**config.mk**
```make
export PLATFORM = sky130hd
export DESIGN_NAME = pulse_width_frame_receiver
export DESIGN_NICKNAME = d
export VERILOG_FILES = /design/src/hdl/pwfr_pkg.sv /design/src/hdl/pulse_width_frame_receiver.sv
export SDC_FILE = /design/constraint.sdc
export NUM_CORES = 1
export LEC_CHECK = 0
export ABC_CLOCK_PERIOD_IN_PS = 10000
export BUFFER_PORTS_ARGS = -buffer_cell sky130_fd_sc_hd__buf_4
export CORE_UTILIZATION = 46
export CTS_CLUSTER_SIZE = 10
export DETAILED_ROUTE_END_ITERATION = 8
export PLACE_DENSITY = 0.7
export SLEW_MARGIN = 40
export SYNTH_ARGS = -nofsm -noshare
export SYNTH_HDL_FRONTEND = slang
export SYNTH_SLANG_ARGS = --single-unit
```
**constraint.sdc**
```tcl
create_clock -name clock -period 10 [get_ports clock]
set_input_delay 0.5 -clock clock [delete_from_list [all_inputs] [get_ports clock]]
set_output_delay 0.5 -clock clock [all_outputs]
set_load 0.01 [all_outputs]
```
**src/hdl/pwfr_pkg.sv**
```systemverilog
// Shared types and constants for the pulse width frame receiver.
`timescale 1ns / 1ps

package pwfr_pkg;

   // Register indexes on the csr port
   localparam logic [2:0] REG_WINDOW_LEN   = 3'd0;
   localparam logic [2:0] REG_HIGH_POS     = 3'd1;
   localparam logic [2:0] REG_LOW_POS      = 3'd2;
   localparam logic [2:0] REG_NULL_POS     = 3'd3;
   localparam logic [2:0] REG_TOLERANCE    = 3'd4;
   localparam logic [2:0] REG_PREAMBLE_LEN = 3'd5;
   localparam logic [2:0] REG_EXPECTED     = 3'd6;
   localparam logic [2:0] REG_HOLDOFF      = 3'd7;

   // Register reset values
   localparam logic [7:0] RST_WINDOW_LEN   = 8'd20;
   localparam logic [7:0] RST_HIGH_POS     = 8'd5;
   localparam logic [7:0] RST_LOW_POS      = 8'd15;
   localparam logic [7:0] RST_NULL_POS     = 8'd10;
   localparam logic [7:0] RST_TOLERANCE    = 8'd2;
   localparam logic [7:0] RST_PREAMBLE_LEN = 8'd3;
   localparam logic [7:0] RST_EXPECTED     = 8'h34;
   localparam logic [7:0] RST_HOLDOFF      = 8'd20;

   // Frame status codes
   localparam logic [1:0] ST_MATCH    = 2'd0;
   localparam logic [1:0] ST_MISMATCH = 2'd1;
   localparam logic [1:0] ST_FAIL     = 2'd2;
   localparam logic [1:0] ST_UNUSED   = 2'd3;

   // Symbol classes of a finished window
   typedef enum logic [1:0] {
      SYM_HIGH = 2'd0,
      SYM_LOW  = 2'd1,
      SYM_NULL = 2'd2,
      SYM_BAD  = 2'd3
   } sym_type;

   // True when pos lies within centre +/- tol, without wrap
   function automatic logic near_pos(input logic [7:0] pos, input logic [7:0] centre,
                                     input logic [7:0] tol);
      logic [8:0] pos_up;
      logic [8:0] centre_up;
      pos_up    = {1'b0, pos} + {1'b0, tol};
      centre_up = {1'b0, centre} + {1'b0, tol};
      return (pos_up >= {1'b0, centre}) && ({1'b0, pos} <= centre_up);
   endfunction

endpackage

```
**src/hdl/pulse_width_frame_receiver.sv**
```systemverilog
// Pulse width frame receiver: edge sync, windowed fall capture, symbol decode, frame result.
// A result appears on rsp_ in the cycle after the request that closes the frame.
// Throughput: one sample request per cycle; req_tready drops only while a result waits
// in the single output register and rsp_tready is low.
// All per-sample work is one pass of compares and counters ahead of that register.
// Reset: synchronous, active high; all but result data take defaults, phase is sync.
`timescale 1ns / 1ps

module pulse_width_frame_receiver
   import pwfr_pkg::*;
#(
   parameter int DATA_BITS = 8
) (
   input  logic        clock,
   input  logic        reset,
   // request channel
   input  logic        req_tvalid,
   output logic        req_tready,
   input  logic [7:0]  req_tdata,   // [0] sample_level, [7:1] zero
   // result channel
   output logic        rsp_tvalid,
   input  logic        rsp_tready,
   output logic [15:0] rsp_tdata,   // [1:0] frame_status, [9:2] received_byte, [15:10] zero
   // configuration port
   input  logic        csr_we,
   input  logic [2:0]  csr_addr,
   input  logic [7:0]  csr_wdata
);

   localparam int CNT_W = $clog2(DATA_BITS + 1);

   typedef enum logic [1:0] {
      PH_SYNC = 2'd0,
      PH_NULL = 2'd1,
      PH_DATA = 2'd2,
      PH_HOLD = 2'd3
   } phase_type;

   // Configuration registers
   logic [7:0] window_len_ff, high_pos_ff, low_pos_ff, null_pos_ff;
   logic [7:0] tolerance_ff, preamble_len_ff, expected_ff, holdoff_ff;

   // Receiver state
   phase_type        phase_ff, phase_in;
   logic             prev_level_ff, prev_level_in;
   logic [7:0]       sample_index_ff, sample_index_in;
   logic [7:0]       fall_pos_ff, fall_pos_in;
   logic [7:0]       null_run_ff, null_run_in;
   logic [CNT_W-1:0] bit_count_ff, bit_count_in;
   logic [7:0]       shift_data_ff, shift_data_in;
   logic [7:0]       holdoff_count_ff, holdoff_count_in;

   // Result register
   logic       rsp_tvalid_ff;
   logic [1:0] status_ff;
   logic [7:0] byte_ff;

   logic       req_accept;
   logic       level;
   logic       emit;
   logic [1:0] emit_status;
   logic [7:0] pos;
   sym_type    sym;

   assign req_tready = !rsp_tvalid_ff || rsp_tready;
   assign req_accept = req_tvalid && req_tready;
   assign level      = req_tdata[0];

   assign rsp_tvalid = rsp_tvalid_ff;
   assign rsp_tdata  = {6'd0, byte_ff, status_ff};

   // Fall position of the current window, counting a fall at this request
   assign pos = (sample_index_ff != 8'd0 && fall_pos_ff == 8'd0 && prev_level_ff && !level) ?
                sample_index_ff : fall_pos_ff;

   // Classify the fall position of the window that closes with this request
   always_comb begin
      if (pos == 8'd0) begin
         sym = SYM_BAD;
      end else if (near_pos(pos, high_pos_ff, tolerance_ff)) begin
         sym = SYM_HIGH;
      end else if (near_pos(pos, low_pos_ff, tolerance_ff)) begin
         sym = SYM_LOW;
      end else if (near_pos(pos, null_pos_ff, tolerance_ff)) begin
         sym = SYM_NULL;
      end else begin
         sym = SYM_BAD;
      end
   end

   // Next state for one accepted sample
   always_comb begin
      phase_in         = phase_ff;
      prev_level_in    = prev_level_ff;
      sample_index_in  = sample_index_ff;
      fall_pos_in      = fall_pos_ff;
      null_run_in      = null_run_ff;
      bit_count_in     = bit_count_ff;
      shift_data_in    = shift_data_ff;
      holdoff_count_in = holdoff_count_ff;
      emit             = 1'b0;
      emit_status      = ST_FAIL;

      if (phase_ff == PH_SYNC) begin
         // wait for a rising edge
         if (!prev_level_ff && level) begin
            sample_index_in = 8'd0;
            fall_pos_in     = 8'd0;
            null_run_in     = 8'd0;
            bit_count_in    = '0;
            shift_data_in   = 8'd0;
            phase_in        = (preamble_len_ff == 8'd0) ? PH_DATA : PH_NULL;
         end
         prev_level_in = level;
      end else begin
         // capture the first fall inside the window
         if (sample_index_ff != 8'd0 && fall_pos_ff == 8'd0 && prev_level_ff && !level) begin
            fall_pos_in = sample_index_ff;
         end
         prev_level_in = level;

         if (({1'b0, sample_index_ff} + 9'd1) < {1'b0, window_len_ff}) begin
            sample_index_in = sample_index_ff + 8'd1;
         end else begin
            // window complete
            sample_index_in = 8'd0;
            fall_pos_in     = 8'd0;
            unique case (phase_ff)
               PH_HOLD: begin
                  if (holdoff_count_ff != 8'hFF) begin
                     holdoff_count_in = holdoff_count_ff + 8'd1;
                  end
                  if (holdoff_count_in >= holdoff_ff) begin
                     phase_in      = PH_SYNC;
                     prev_level_in = 1'b1;
                  end
               end
               PH_NULL: begin
                  if (sym == SYM_NULL) begin
                     if (null_run_ff != 8'hFF) begin
                        null_run_in = null_run_ff + 8'd1;
                     end
                  end else begin
                     null_run_in = 8'd0;
                  end
                  if (null_run_in >= preamble_len_ff) begin
                     phase_in      = PH_DATA;
                     bit_count_in  = '0;
                     shift_data_in = 8'd0;
                  end
               end
               PH_DATA: begin
                  if (sym == SYM_HIGH || sym == SYM_LOW) begin
                     if (sym == SYM_HIGH) begin
                        shift_data_in = shift_data_ff | (8'd1 << bit_count_ff);
                     end
                     bit_count_in = bit_count_ff + CNT_W'(1);
                     if (bit_count_in >= CNT_W'(DATA_BITS)) begin
                        emit        = 1'b1;
                        emit_status = (shift_data_in == expected_ff) ? ST_MATCH : ST_MISMATCH;
                     end
                  end else if (!(sym == SYM_NULL && bit_count_ff == '0)) begin
                     emit        = 1'b1;
                     emit_status = ST_FAIL;
                  end
                  // frame end: hold off or resync
                  if (emit) begin
                     if (holdoff_ff == 8'd0) begin
                        phase_in      = PH_SYNC;
                        prev_level_in = 1'b1;
                     end else begin
                        phase_in         = PH_HOLD;
                        holdoff_count_in = 8'd0;
                     end
                  end
               end
               default: begin
                  phase_in = phase_ff;
               end
            endcase
         end
      end
   end

   // Configuration writes
   always_ff @(posedge clock) begin
      if (reset) begin
         window_len_ff   <= RST_WINDOW_LEN;
         high_pos_ff     <= RST_HIGH_POS;
         low_pos_ff      <= RST_LOW_POS;
         null_pos_ff     <= RST_NULL_POS;
         tolerance_ff    <= RST_TOLERANCE;
         preamble_len_ff <= RST_PREAMBLE_LEN;
         expected_ff     <= RST_EXPECTED;
         holdoff_ff      <= RST_HOLDOFF;
      end else if (csr_we) begin
         unique case (csr_addr)
            REG_WINDOW_LEN:   window_len_ff   <= csr_wdata;
            REG_HIGH_POS:     high_pos_ff     <= csr_wdata;
            REG_LOW_POS:      low_pos_ff      <= csr_wdata;
            REG_NULL_POS:     null_pos_ff     <= csr_wdata;
            REG_TOLERANCE:    tolerance_ff    <= csr_wdata;
            REG_PREAMBLE_LEN: preamble_len_ff <= csr_wdata;
            REG_EXPECTED:     expected_ff     <= csr_wdata;
            REG_HOLDOFF:      holdoff_ff      <= csr_wdata;
            default:          window_len_ff   <= window_len_ff;
         endcase
      end
   end

   // Advance receiver state on each accepted request
   always_ff @(posedge clock) begin
      if (reset) begin
         phase_ff         <= PH_SYNC;
         prev_level_ff    <= 1'b1;
         sample_index_ff  <= 8'd0;
         fall_pos_ff      <= 8'd0;
         null_run_ff      <= 8'd0;
         bit_count_ff     <= '0;
         shift_data_ff    <= 8'd0;
         holdoff_count_ff <= 8'd0;
      end else if (req_accept) begin
         phase_ff         <= phase_in;
         prev_level_ff    <= prev_level_in;
         sample_index_ff  <= sample_index_in;
         fall_pos_ff      <= fall_pos_in;
         null_run_ff      <= null_run_in;
         bit_count_ff     <= bit_count_in;
         shift_data_ff    <= shift_data_in;
         holdoff_count_ff <= holdoff_count_in;
      end
   end

   // Load the result register, drop it once taken
   always_ff @(posedge clock) begin
      if (reset) begin
         rsp_tvalid_ff <= 1'b0;
      end else if (req_accept && emit) begin
         rsp_tvalid_ff <= 1'b1;
      end else if (rsp_tready) begin
         rsp_tvalid_ff <= 1'b0;
      end
   end

   always_ff @(posedge clock) begin
      if (req_accept && emit) begin
         status_ff <= emit_status;
         byte_ff   <= shift_data_in;
      end
   end

`ifndef SYNTHESIS
   // A frame result from the sync phase would be spurious
   a_no_result_in_sync: assert property (@(posedge clock) disable iff (reset)
      (phase_ff == PH_SYNC) |-> !emit)
      else $error("result raised during sync");

   // The bit counter never runs past the frame length
   a_bit_count_bound: assert property (@(posedge clock) disable iff (reset)
      bit_count_ff <= CNT_W'(DATA_BITS))
      else $error("bit count beyond frame length");

   // An accepted closing request always shows up on the result side
   a_result_loaded: assert property (@(posedge clock) disable iff (reset)
      (req_accept && emit) |=> rsp_tvalid_ff)
      else $error("frame result lost");

   // A held result never carries the unused status code
   a_status_legal: assert property (@(posedge clock) disable iff (reset)
      rsp_tvalid_ff |-> (status_ff != ST_UNUSED))
      else $error("illegal frame status");

   // After a frame the receiver is in hold-off or back in sync
   a_frame_end_phase: assert property (@(posedge clock) disable iff (reset)
      (req_accept && emit) |=> (phase_ff == PH_HOLD || phase_ff == PH_SYNC))
      else $error("frame end left receiver in a frame phase");
`endif

endmodule
```
Yosys cells after proc, flatten, opt, wreduce, memory -nomap -nowiden
Cells that the tools add are included.
{ "totals": {"ff_bits": 122, "latchBits": 0, "ram_bits": 0, "romBits": 0, "inputBits": 24, "memories": 0} }
{ "classes": {"n_addsub": 9, "multipliers": 0, "n_div": 0, "order_cmp": 10, "n_eq_ne": 23, "shift": 1, "mux": 69, "n_bitwise": 6, "n_reduce_logical": 43} }
{ "op_table": {"columns": ["cell", "n"], "rows": [
  ["8-bit 2-to-1 mux", 30],
  ["8-bit by 8-bit adder with 9-bit output", 4],
  ["8-bit zero test", 4],
  ["8-bit one-hot mux with 2 select lines", 2],
  ["9-bit by 8-bit >= comparator with 1-bit output", 3],
  ["8-bit by 9-bit <= comparator with 1-bit output", 3],
  ["8-bit by 1-bit adder with 8-bit output (second input constant)", 3],
  ["2-bit 2-to-1 mux", 11],
  ["4-bit 2-to-1 mux", 5],
  ["1-bit 2-to-1 mux", 18],
  ["2-bit AND reduction", 9],
  ["8-bit >= comparator", 2],
  ["8-bit != test (second input constant)", 2],
  ["3-bit equality test (second input constant)", 4],
  ["3-bit != test (second input constant)", 4],
  ["6-bit AND reduction", 2],
  ["1-bit logical AND", 10],
  ["8-bit by 1-bit adder with 9-bit output (second input constant)", 1],
  ["9-bit by 8-bit < comparator with 1-bit output", 1],
  ["8-bit equality test", 1],
  ["8-bit bitwise OR", 1],
  ["4-bit one-hot mux with 2 select lines", 1],
  ["8-bit nonzero test", 1],
  ["1-bit by 4-bit left shift with 8-bit output (first input constant)", 1],
  ["other kinds (22)", 38]
]} }

Depth between registers and ports, before layout
Gate-level depths: netlist (run 1).
{ "depth": {"ltp_word": 24, "ltp_mapped": 30} }

Least setup slack after synthesis (run 1)
No wires, ideal clock.
{ "synth_path": {"path_kind": "input to register", "startpoint": "input req_tdata[0]", "endpoint": "register byte_ff[7], data pin", "setup_time_ps": 255, "t_arrival_ps": 5595, "t_required_ps": 9745, "setup_slack_ps": 4151, "path_stages": 29, "cell_sequence": "nor2b_1 > and3_1 > clkbuf_1 > and2_1 > nand2_1 > nand2b_1 > ha_1 > a21o_1 > a21oi_1 > o21bai_1 > a21oi_1 > o21bai_1 > a21oi_1 > xnor2_1 > ha_1 > nand4_1 > nor2_1 > or4_4 > a22oi_4 > nand2_1 > nor3_1 > ha_1 > o211ai_1 > nor2_1 > a21oi_1 > or4b_4 > a22oi_1 > o21ai_1 > and2_1"} }
{ "synth_between": {"elab_chain_len": 20, "elab_cells_between_ends": 39} }
{ "synth_lines": {"columns": ["element", "line", "text"], "rows": [
  ["start, declared", "pulse_width_frame_receiver.sv:19", "input logic [7:0] req_tdata,"],
  ["1-bit zero test", "pulse_width_frame_receiver.sv:73", "assign pos = (sample_index_ff != 8'd0 && fall_pos_ff == 8'd0 && prev_level_ff && !level) ?"],
  ["1-bit logical AND", "pulse_width_frame_receiver.sv:73", null],
  ["8-bit 2-to-1 mux", null, null],
  ["8-bit by 8-bit adder with 9-bit output", "pwfr_pkg.sv:45", "pos_up = {1'b0, pos} + {1'b0, tol};"],
  ["9-bit by 8-bit >= comparator with 1-bit output", "pwfr_pkg.sv:47", "return (pos_up >= {1'b0, centre}) && ({1'b0, pos} <= centre_up);"],
  ["1-bit logical AND", "pwfr_pkg.sv:47", null],
  ["1-bit 2-to-1 mux", "pulse_width_frame_receiver.sv:84", "end else if (near_pos(pos, null_pos_ff, tolerance_ff)) begin"],
  ["2-bit 2-to-1 mux", "pulse_width_frame_receiver.sv:82", "end else if (near_pos(pos, low_pos_ff, tolerance_ff)) begin"],
  ["[5 not listed]", null, null],
  ["8-bit 2-to-1 mux (on tied branches)", "pulse_width_frame_receiver.sv:122, pulse_width_frame_receiver.sv:128", null],
  ["8-bit 2-to-1 mux (on tied branches)", "pulse_width_frame_receiver.sv:104, pulse_width_frame_receiver.sv:122", null],
  ["8-bit >= comparator / 8-bit 2-to-1 mux (equally long branches)", "pulse_width_frame_receiver.sv:146, pulse_width_frame_receiver.sv:104", null],
  ["8-bit 2-to-1 mux (on tied branches)", "pulse_width_frame_receiver.sv:146, pulse_width_frame_receiver.sv:153", null],
  ["8-bit one-hot mux with 2 select lines", "pulse_width_frame_receiver.sv:128", "unique case (phase_ff)"],
  ["8-bit 2-to-1 mux", "pulse_width_frame_receiver.sv:122", "if (({1'b0, sample_index_ff} + 9'd1) < {1'b0, window_len_ff}) begin"],
  ["8-bit 2-to-1 mux (*)", "pulse_width_frame_receiver.sv:104", "if (phase_ff == PH_SYNC) begin"],
  ["via shift_data_in[7]", "pulse_width_frame_receiver.sv:50", "logic [7:0] shift_data_ff, shift_data_in;"],
  ["end signal, assigned", "pulse_width_frame_receiver.sv:248", "byte_ff <= shift_data_in;"],
  ["end, declared", "pulse_width_frame_receiver.sv:56", "logic [7:0] byte_ff;"]
]} }
Mark *: on every way through the listed nets, which the timed path passes. The rest lies on a longest branch. The select of a mux whose other input is x is not followed.
A chain may end at the register's enable or synchronous reset.

Worst setup path after layout (run 1)
{ "layout_path": {"startpoint": "register sample_index_ff[3]", "endpoint": "register bit_count_ff[1]"} }
{ "layout_between": {"elab_chain_len": 20, "elab_cells_between_ends": 35} }
{ "layout_lines": {"columns": ["element", "line", "text"], "rows": [
  ["start, declared", "pulse_width_frame_receiver.sv:46", "logic [7:0] sample_index_ff, sample_index_in;"],
  ["start signal, assigned", "pulse_width_frame_receiver.sv:225", "sample_index_ff <= sample_index_in;"],
  ["8-bit nonzero test", "pulse_width_frame_receiver.sv:73", null],
  ["1-bit logical AND (3 in a row)", "pulse_width_frame_receiver.sv:73", null],
  ["8-bit 2-to-1 mux", null, null],
  ["8-bit by 8-bit adder with 9-bit output", "pwfr_pkg.sv:45", null],
  ["9-bit by 8-bit >= comparator with 1-bit output", "pwfr_pkg.sv:47", null],
  ["1-bit logical AND", "pwfr_pkg.sv:47", null],
  ["1-bit 2-to-1 mux", "pulse_width_frame_receiver.sv:84", null],
  ["2-bit 2-to-1 mux", "pulse_width_frame_receiver.sv:82", null],
  ["[2 not listed]", null, null],
  ["2-bit equality test", "pulse_width_frame_receiver.sv:139", "if (sym == SYM_NULL) begin"],
  ["8-bit 2-to-1 mux", "pulse_width_frame_receiver.sv:139", null],
  ["8-bit 2-to-1 mux", "pulse_width_frame_receiver.sv:128", null],
  ["8-bit 2-to-1 mux", "pulse_width_frame_receiver.sv:122", null],
  ["8-bit 2-to-1 mux", "pulse_width_frame_receiver.sv:104", null],
  ["8-bit >= comparator", "pulse_width_frame_receiver.sv:146", "if (null_run_in >= preamble_len_ff) begin"],
  ["3-bit != test (no line)", null, null],
  ["6-bit AND reduction (no line) (*)", null, null],
  ["end signal, assigned", "pulse_width_frame_receiver.sv:228", "bit_count_ff <= bit_count_in;"],
  ["end, declared", "pulse_width_frame_receiver.sv:49", "logic [CNT_W-1:0] bit_count_ff, bit_count_in;"]
]} }
Every way passes the cells marked *; elsewhere a longest branch is shown, timed or not. The select of a mux whose other input is x is not followed.

==> results.md, run 1 <==
* Status: finished clean
* Drt drc at 0
* Die area at approximately 20000 um2
* Antenna-violating nets left at 0
* Num rows at 50
* Sequential-to-total area share from yosys stat at 28.9%
* Hold path start: req_tvalid
* Critical path's most frequent cell: a21oi_1
* Global Route Usage Sum at 24.1%
* Worst skew pair latency at roughly 430 ps
* Count leader, synth: nand2_1
* Initial Util at 47.0%
* Largest net degree at the start of global routing at 86
* Post-synthesis cell type count at between 80 and 90
* Most used DFF post-synth: dfxtp_1
* Tot Pwr at about 1.2 mW
* I/O pin count at 42
* Synth warn at 0
* Hold_buf cts at 0
* Initial antenna violation count at 0
* R2R Setup Slk at between 3000 and 4000 ps
* H-tree levels at 4
* Endpoints failing hold at 0
* DRT iter0 DRCs at 471
* Top cell type by total area after synthesis: dfxtp_1
* Filler Cells Inserted at between 1500 and 2000
* Cell Area, Synth at around 9000 um2
* Wire per inst at between 15 and 20 um
* VDD IR max at 122 uV
* Post-CTS Setup Inserts at 0
* CP endpoint kind: register
* Leak Pwr at between 4 and 5 nW
* Routability cong. at 0.927
* DP HPWL at 16900 um
* Multi-input gate area at approximately 5800 um2
* Critical Path Slowest Stage Cell: or4_4
* Max FO, Critical Path at 8
* Tightest Hold Check Type: input pin to register
* Unrepaired setup endpoints after global routing: no
* Clk root buf: clkbuf_16
* Total grt overflow at 0
* Synth Area per Inst at 8.10 um2
* Slew HR at between 40% and 50%
* Pwr Density at approximately 130 nW/um2
* First-pass GRT wire length at about 37000 um
* CTS Buffer Depth at 2
* Worst slew pin tran at approximately 800 ps
* Vias/cell at around 5.8
* Max_cap viols at 0
* Setup_tns at 0 ps
* Top post-synthesis cells by count: nand2_1 (143), ha_1 (119), dfxtp_1 (112)
* Design Area, Final at roughly 9700 um2
* Crit path required time at between 10000 and 15000 ps
* Antenna fix cells at 0
* Synth top area cells: dfxtp_1 (25%), ha_1 (17%), nand2_1 (6.1%)
* Async set-or-reset flop fraction in the synthesized netlist at 0%
* Die height at 140 um
* Reg clk slew, reported paths at ~60 ps
* Final worst-path setup slack at about 3100 ps
* Achievable Freq at 145 MHz
* Instance area at placement at between 9000 and 10000 um2
* CP Launch Type: register
* Clk_skew at around 13 ps
* Core Box Area at about 19000 um2
* # setup viols final at 0
* Total CTS buffers at 17
* Reg area at between 2000 and 3000 um2
* Routed WL at ~23000 um
* Pre-CTS WS at 3040 ps
* Critical path type: register to register
* Routed vias at 7752
* Crit. Startpoint: sample_index_ff[3]$_SDFFE_PP0P_
* Worst EP arrival at roughly 7200 ps
* Reg2reg start: sample_index_ff[3]$_SDFFE_PP0P_
* Final Slew Violations at 0
* EDFF count, synth at 10
* Post-synthesis instance total at roughly 1100
* Post-cts repair resize count at 0
* Final worst-path cycle share at 69.1%
* Drt pass-1 iters at 5
* #FFs+latches synth at about 120
* Die Width at around 140 um
* NumNets Final at 1245
* Crit-path max cell delay at roughly 520 ps
* CTS tree: yes
* Synth top area share at between 20% and 30%
* Vias in the first global route at 7294
* Area Overhead vs Synth at 10.9%
* Post-route minimum period at 6910 ps
* Sink Count at approximately 120
* Fraction of layout cells with a size suffix above 1 at 8.73%
* Port Buf Inserts at 28
logic make-up (layout without fill, tap and decap cells):
kind of cell	Yosys count	count (layout)	share of synthesized area, %
buffers and inverters	128	148	5.83
xor gates and xnor gates	37	37	3.68
and+or+nand+nor	377	377	20.0
adders and majority gates	123	123	17.8
AOI/OAI and AO/OA	275	275	21.0
DFF	122	122	28.9
other	1	6	0.0426
muxes	23	23	2.66
routing by layer:
metal  global-route usage, %  up-vias  share of wire, %  wire length (um)
met5                       0        -                 0                 0
met4                    10.0        0               2.5               567
met3                    4.44       47               5.4              1230
met2                    39.6      184                46             10500
met1                    31.1     3630                46             10300
li1                        -     3891                 -                 -
power breakdown:
| group | leakage (nW) | internal [mW] | switching, mW |
|---|---|---|---|
| combinational | 2.85 | 0.0450 | 0.0749 |
| clock | 0.282 | 0.374 | 0.233 |
| sequential | 1.01 | 0.499 | 0.00855 |
| total | 4.14 | 0.918 | 0.316 |
worst max-delay path, delay by kind of cell, from the launching register on:
kind                     cells  cell delay (ps)
AO/OA/AOI/OAI               14             3180
AND/OR/NAND/NOR             10             2010
adder cells (fa/ha/maj)      3              830
flip-flops                   1              390
XOR/XNOR                     1              230
buffers and inverters        1              140
cells in the final DEF, fill, tap and decap left out, types with 6 or more instances in the layout:
| master | synthesis | final |
|---|---|---|
| mux2i_1 | 20 | 20 |
| buf_4 | 6 | 29 |
| inv_1 | 86 | 86 |
| a22oi_1 | 10 | 10 |
| o21a_1 | 6 | 6 |
| a211oi_1 | 7 | 7 |
| o21bai_1 | 13 | 13 |
| or2_2 | 6 | 6 |
| nor2_1 | 99 | 97 |
| dfxtp_1 | 112 | 112 |
| edfxtp_1 | 10 | 10 |
| xnor2_1 | 21 | 21 |
| a31oi_1 | 13 | 13 |
| nand2b_1 | 15 | 15 |
| conb_1 | 1 | 6 |
| o211ai_1 | 20 | 20 |
| nor2b_1 | 10 | 10 |
| ha_1 | 119 | 119 |
| o21ai_0 | 37 | 37 |
| nand2_1 | 143 | 143 |
| and3_1 | 10 | 10 |
| xor2_1 | 16 | 16 |
| nor3_1 | 17 | 14 |
| a21oi_1 | 92 | 92 |
| nor4_1 | 11 | 11 |
| nand3_1 | 31 | 31 |
| clkbuf_16 | 0 | 17 |
| nand4_1 | 14 | 14 |
| a21o_1 | 19 | 19 |
final cells by class:
class | instances | share of cell area [%]
multi-input cells | 841 | 59.3
flip-flops and latches | 122 | 26.1
clock buffers | 19 | 4.54
inverters | 86 | 3.31
well taps | 234 | 3.00
repair buffers | 30 | 2.35
clock inverters | 13 | 1.45
final timing paths:
| kind | to | cells past startpoint |
|---|---|---|
| max reg2reg | bit_count_ff[1]$_SDFFE_PP0P_ | 29 |
| min reg2reg | window_len_ff[7]$_SDFFE_PP0P_ | 2 |
| min | rsp_tvalid$_SDFFE_PP0P_ | 2 |
| max | bit_count_ff[1]$_SDFFE_PP0P_ | 29 |
stage by stage:
stage          hold slack (ps)  instances  utilization, %
5_1_grt                    335       1345            52.1
2_1_floorplan              434       1091               -
3_3_place_gp               444       1313            48.9
4_1_cts                    321       1345            52.1
6_report                   339       1345            52.1
3_5_place_dp               449       1313            48.9
Note: power is estimated with default switching activity, not from simulation.
==> run 2, diff against run 1 <==
- ABC_CLOCK_PERIOD_IN_PS: 10000 -> 7100
- clock period: 10 -> 7.1 ns (I/O delays scaled with it)
==> run 2 against run 1 <==
Against the previous run: sequential power increased by 41%; non-clock buffer count increased by 3; first-iteration DRC count increased by 31%; design area increased by 0.47%; worst setup slack got worse by 2600 ps; count of clock-buffer cells in the layout decreased by 2; global-route usage decreased by 0.068 points; sequential share of layout area decreased by 0.12 points; total power increased by 46%; clock skew decreased by 3.6 ps; routed wire length increased by 1.8%; critical path type unchanged; largest cell class unchanged; largest power group unchanged.
==> results.md, run 2 (synthesis gave the netlist of run 1 again) <==
* Status: finished clean (unchanged)
* Max_cap viols at 0 (unchanged)
* NumNets Final at 1248 (was 1245)
* Endpoints failing hold at 0 (unchanged)
* Initial Util at 47.0% (unchanged)
* Total grt overflow at 0 (unchanged)
* Critical Path Slowest Stage Cell: fa_1 (was or4_4)
* Achievable Freq at 151 MHz (was 145 MHz)
* Drt drc at 0 (unchanged)
* Hold depth at 2 (unchanged)
* Crit. Startpoint: sample_index_ff[3]$_SDFFE_PP0P_ (unchanged)
* CP endpoint kind: register (unchanged)
* Sink Count at 122 (unchanged)
* Total CTS buffers at 17 (unchanged)
* Worst skew pair latency at 430 ps (about the same)
* Initial antenna violation count at 0 (unchanged)
* Die area at 19700 um2 (unchanged)
* Crit-path max cell delay at 410 ps (was 520 ps)
* Die height at 140 um (unchanged)
* Tightest Hold Check Type: input pin to register (unchanged)
* Filler Cells Inserted at 1766 (was 1732)
* Port Buf Inserts at 28 (unchanged)
* Clk root buf: clkbuf_16 (unchanged)
* I/O pin count at 42 (unchanged)
* VDD IR max at 193 uV (was 122 uV)
* R2R cell count at 29 (unchanged)
* Final worst-path setup slack at 485 ps (was 3090 ps)
* H-tree levels at 4 (unchanged)
* Vias/cell at 5.82 (was 5.76)
* Setup_tns at 0 ps (unchanged)
* Antenna-violating nets left at 0 (unchanged)
* Crit path required time at 7440 ps (was 10340 ps)
* Hold_buf cts at 0 (unchanged)
* Slew HR at 41.5% (was 46.3%)
* Num rows at 50 (unchanged)
* DP HPWL at 17000 um (was 16900 um)
* Reg2reg start: sample_index_ff[3]$_SDFFE_PP0P_ (unchanged)
* Most common cell after layout, fill and taps aside: nand2_1 (unchanged)
* Die Width at 140 um (unchanged)
* Critical path type: register to register (unchanged)
* Drt pass-1 iters at 5 (unchanged)
* Unrepaired setup endpoints after global routing: no (unchanged)
* Core Box Area at 18700 um2 (unchanged)
* Multi-input gate area at 5770 um2 (was 5780 um2)
* # setup viols final at 0 (unchanged)
* Most frequent cells in the layout: nand2_1 (143), ha_1 (119), dfxtp_1 (112) (unchanged)
* Internal power at 1.33 mW (was 918 uW)
* Routability cong. at 0.928 (was 0.927)
* Worst hold margin at 177 ps (was 339 ps)
* First-pass GRT wire length at 37100 um (was 36900 um)
* CTS Buffer Depth at 2 (unchanged)
* Pwr Density at 183 nW/um2 (was 127 nW/um2)
* Clock power frac at 50.6% (was 49.2%)
* Fraction of layout cells with a size suffix above 1 at 8.98% (was 8.73%)
* Post-CTS Setup Inserts at 0 (unchanged)
* Part of the power in combinational logic at 9.6% (was 9.7%)
* Antenna fix cells at 0 (unchanged)
* CP Launch Type: register (unchanged)
* Sw frac at 26.2% (was 25.6%)
* Sequential power share at 39.8% (was 41.1%)
* Routed WL at 23000 um (was 22600 um)
* Critical path's most frequent cell: a21oi_1 (unchanged)
* Final worst-path cycle share at 93.2% (was 69.1%)
* Global Route Usage Sum at 24.0% (was 24.1%)
* Worst EP arrival at 6960 ps (was 7240 ps)
* Clk_skew at 9.45 ps (was 13.1 ps)
* Reg clk slew, reported paths at 60 ps (about the same)
* DRT iter0 DRCs at 616 (was 471)
* Design Area, Final at 9800 um2 (was 9750 um2)
* Vias in the first global route at 7272 (was 7294)
* Leak Pwr at 4.15 nW (was 4.14 nW)
* Hold path start: req_tvalid (unchanged)
* Max FO, Critical Path at 7 (was 8)
* Pre-CTS WS at 644 ps (was 3040 ps)
* Routed vias at 7840 (was 7752)
* Wire per inst at 17.1 um (was 16.8 um)
* CTS tree: yes (unchanged)
* Psw at 471 uW (was 316 uW)
* Post-route minimum period at 6610 ps (was 6910 ps)
* Post-cts repair resize count at 0 (unchanged)
* Reg area at 2540 um2 (unchanged)
* Area Overhead vs Synth at 11.4% (was 10.9%)
* Largest net degree at the start of global routing at 86 (unchanged)
* Worst slew pin tran at 870 ps (was 799 ps)
* Instance area at placement at 9180 um2 (was 9150 um2)
* Final Slew Violations at 0 (unchanged)
==> run 2: through the flow <==
step	total power, mW	std cells	utilization [%]
after floorplan	0.849	1091	-
final	1.80	1348	52.4
after CTS	1.80	1348	52.3
after global placement	0.894	1316	49.0
after detailed placement	0.898	1316	49.1
after global routing	1.85	1348	52.4
==> run 2: final cells by class <==
cell class / count / share of cell area, %
clock buffer: 17 / 4.34
clock inverter: 15 / 1.94
inverter: 86 / 3.30
multi-input combinational: 841 / 58.9
sequential: 122 / 26.0
tap: 234 / 2.99
timing repair buffer: 33 / 2.57
==> run 2: critical path: cells and delay by family, from the launching register on <==
| kind | cells | cell delay [ps] |
|---|---|---|
| compound gates | 13 | 2710 |
| fa+ha+maj | 4 | 1260 |
| flops | 1 | 390 |
| simple gates | 9 | 1600 |
| buf+inv | 2 | 240 |
| xor+xnor | 1 | 320 |
==> run 2: path summary, 6_finish.rpt <==
check	end	slack [ps]
hold reg to reg	window_len_ff[5]$_SDFFE_PP0P_	450
setup / recovery	bit_count_ff[0]$_SDFFE_PP0P_	490
setup reg to reg	bit_count_ff[0]$_SDFFE_PP0P_	490
hold / removal	rsp_tvalid$_SDFFE_PP0P_	180
==> run 2: power groups by stage <==
stage	logic, mW	clock network, mW	registers (mW)
floorplan	0.125	0	0.724
global placement	0.165	0	0.729
detailed placement	0.169	0	0.729
CTS	0.171	0.917	0.714
global route	0.190	0.948	0.715
finish	0.172	0.910	0.715
==> run 2: layer usage <==
layer,track usage [%],vias up,wire [um]
met4,8.68,0,532
met1,31.2,3718,10700
li1,-,3885,-
met3,4.44,41,1130
met5,0,-,0
met2,39.7,196,10700
==> run 3, diff against run 2 <==
- ABC_CLOCK_PERIOD_IN_PS: 7100 -> 7000
- clock period: 7.1 -> 7 ns (I/O delays scaled with it)
==> run 3 against run 2 <==
Against the previous run: sequential share of layout area decreased by 0.24 points; routed wire length barely moved; total power rose by 8.1%; core utilization increased by 0.48 points; cell count stayed put; design area rose by 0.92%; via count fell by 0.99%; combinational power barely moved; highest routed layer unchanged.
==> results.md, run 3 (synthesis gave the netlist of run 1 again) <==
* Status: finished clean (unchanged)
* Port Buf Inserts at 28 (unchanged)
* Max FO, Critical Path at 7 (unchanged)
* Crit-path max cell delay at 500 ps (was 410 ps)
* Total CTS buffers at 17 (unchanged)
* Sink Count at 122 (unchanged)
* I/O pin count at 42 (unchanged)
* Critical Path Slowest Stage Cell: or4_4 (was fa_1)
* Most common cell after layout, fill and taps aside: nand2_1 (unchanged)
* Worst skew pair latency at 430 ps (about the same)
* CTS tree: yes (unchanged)
* Post-CTS Setup Inserts at 0 (unchanged)
* Die height at 140 um (unchanged)
* Grt met2 use at 40.0% (was 39.7%)
* Drt drc at 0 (unchanged)
* Clk_skew at 10.7 ps (was 9.45 ps)
* VDD IR max at 183 uV (was 193 uV)
* Core Box Area at 18700 um2 (unchanged)
* CP Launch Type: register (unchanged)
* Critical path's most frequent cell: a21oi_1 (unchanged)
* Setup_tns at 0 ps (unchanged)
* Placed cells at 1316 (unchanged)
* Leak Pwr at 4.19 nW (was 4.15 nW)
* Tightest Hold Check Type: input pin to register (unchanged)
* Met3 Track Usage GR at 3.73% (was 4.44%)
* Initial Util at 47.0% (unchanged)
* Initial antenna violation count at 0 (unchanged)
* Wire per inst at 17.1 um (about the same)
* Unrepaired setup endpoints after global routing: no (unchanged)
* Num rows at 50 (unchanged)
* Most frequent cells in the layout: nand2_1 (143), ha_1 (119), dfxtp_1 (112) (unchanged)
* Largest net degree at the start of global routing at 86 (unchanged)
* Post-route minimum period at 6370 ps (was 6610 ps)
* NumNets Final at 1248 (unchanged)
* Drt pass-1 iters at 5 (unchanged)
* DP HPWL at 16800 um (was 17000 um)
* Vias in the first global route at 7354 (was 7272)
* Vias/cell at 5.76 (was 5.82)
* Critical path type: register to register (unchanged)
* Final Slew Violations at 0 (unchanged)
* Clk root buf: clkbuf_16 (unchanged)
* Global Route Usage Sum at 24.4% (was 24.0%)
* Post-route insts no fill at 1348 (unchanged)
* Tot Pwr at 1.94 mW (was 1.80 mW)
* Global routing's busiest layer: met2 (unchanged)
* Die area at 19700 um2 (unchanged)
* Routability cong. at 0.951 (was 0.928)
* Antenna fix cells at 0 (unchanged)
* Die Width at 140 um (unchanged)
* Total grt overflow at 0 (unchanged)
* Endpoints failing hold at 0 (unchanged)
* CTS Buffer Depth at 2 (unchanged)
* H-tree levels at 4 (unchanged)
* Max_cap viols at 0 (unchanged)
* CP endpoint kind: register (unchanged)
* Achievable Freq at 157 MHz (was 151 MHz)
* # setup viols final at 0 (unchanged)
* First-pass GRT wire length at 37600 um (was 37100 um)
* Fraction of layout cells with a size suffix above 1 at 8.98% (unchanged)
* Crit path required time at 7330 ps (was 7440 ps)
* Final worst-path cycle share at 91.1% (was 93.2%)
* Slew HR at 44.4% (was 41.5%)
* DRT iter0 DRCs at 605 (was 616)
* Reg clk slew, reported paths at 60 ps (about the same)
* Worst EP arrival at 6710 ps (was 6960 ps)
* Worst slew pin tran at 831 ps (was 870 ps)
* Area Overhead vs Synth at 12.4% (was 11.4%)
* Routed vias at 7762 (was 7840)
* Routed WL at 23000 um (about the same)
* Antenna-violating nets left at 0 (unchanged)
* Met1 GRT Util at 32.1% (was 31.2%)
* Pwr Density at 197 nW/um2 (was 183 nW/um2)
[run 3: changes by cell type in the layout (fill, tap and decap cells not counted), sizes merged]
cell	delta
bufinv	+4
clkbuf	+3
clkinv	-2
clkinvlp	-1
inv	-4
[run 3: per-layer routing]
metal / part of all wire [%] / up-vias
li1: - / 3884
met1: 46 / 3634
met2: 47 / 212
met3: 4.9 / 32
met4: 1.9 / 0
met5: 0 / -
[run 3: worst max-delay path, delay by kind of cell (launching register included)]
family / cells / cell delay [ps]
AND/OR/NAND/NOR: 12 / 2400
flip-flops: 1 / 320
XOR/XNOR: 1 / 220
AO/OA/AOI/OAI: 13 / 2530
adder cells (fa/ha/maj): 3 / 800
[run 3: power breakdown]
| group | total [mW] | switching (mW) | internal, mW |
|---|---|---|---|
| combinational | 0.175 | 0.109 | 0.0657 |
| clock | 1.04 | 0.331 | 0.712 |
| sequential | 0.725 | 0.0122 | 0.713 |
[run 3: cell type report]
type                       instances  area, um2
fill                            1739       8820
tap                              234        293
clock buffer                      20        447
clock inverter                    12        245
inverter                          86        323
multi-input combinational        841       5780
timing repair buffer              33        251
sequential                       122       2540
[run 3: per-stage QoR]
step           worst slack [ps]  utilization [%]  hold slack (ps)  cell area (um2)
2_1_floorplan              1170                -              434             8810
3_3_place_gp                733             49.0              444             9160
3_5_place_dp                594             49.1              450             9180
4_1_cts                     575             52.7              173             9870
5_1_grt                    86.3             52.8              183             9890
6_report                    626             52.8              181             9890
[run 3: what timing repair did]
item | 4_1_cts | 5_1_grt
endpoints found under the setup margin | 0 | 1
gates resized for setup | 0 | 1
hold buffers | 0 | 0
[run 3: worst paths after layout]
path | startpoint | end | slack, ps | depth (start not counted)
setup reg to reg | fall_pos_ff[0]$_SDFFE_PP0P_ | bit_count_ff[0]$_SDFFE_PP0P_ | 630 | 29
hold / removal | req_tvalid | rsp_tvalid$_SDFFE_PP0P_ | 180 | 2
setup / recovery | fall_pos_ff[0]$_SDFFE_PP0P_ | bit_count_ff[0]$_SDFFE_PP0P_ | 630 | 29
hold reg to reg | window_len_ff[6]$_SDFFE_PP0P_ | window_len_ff[6]$_SDFFE_PP0P_ | 450 | 2
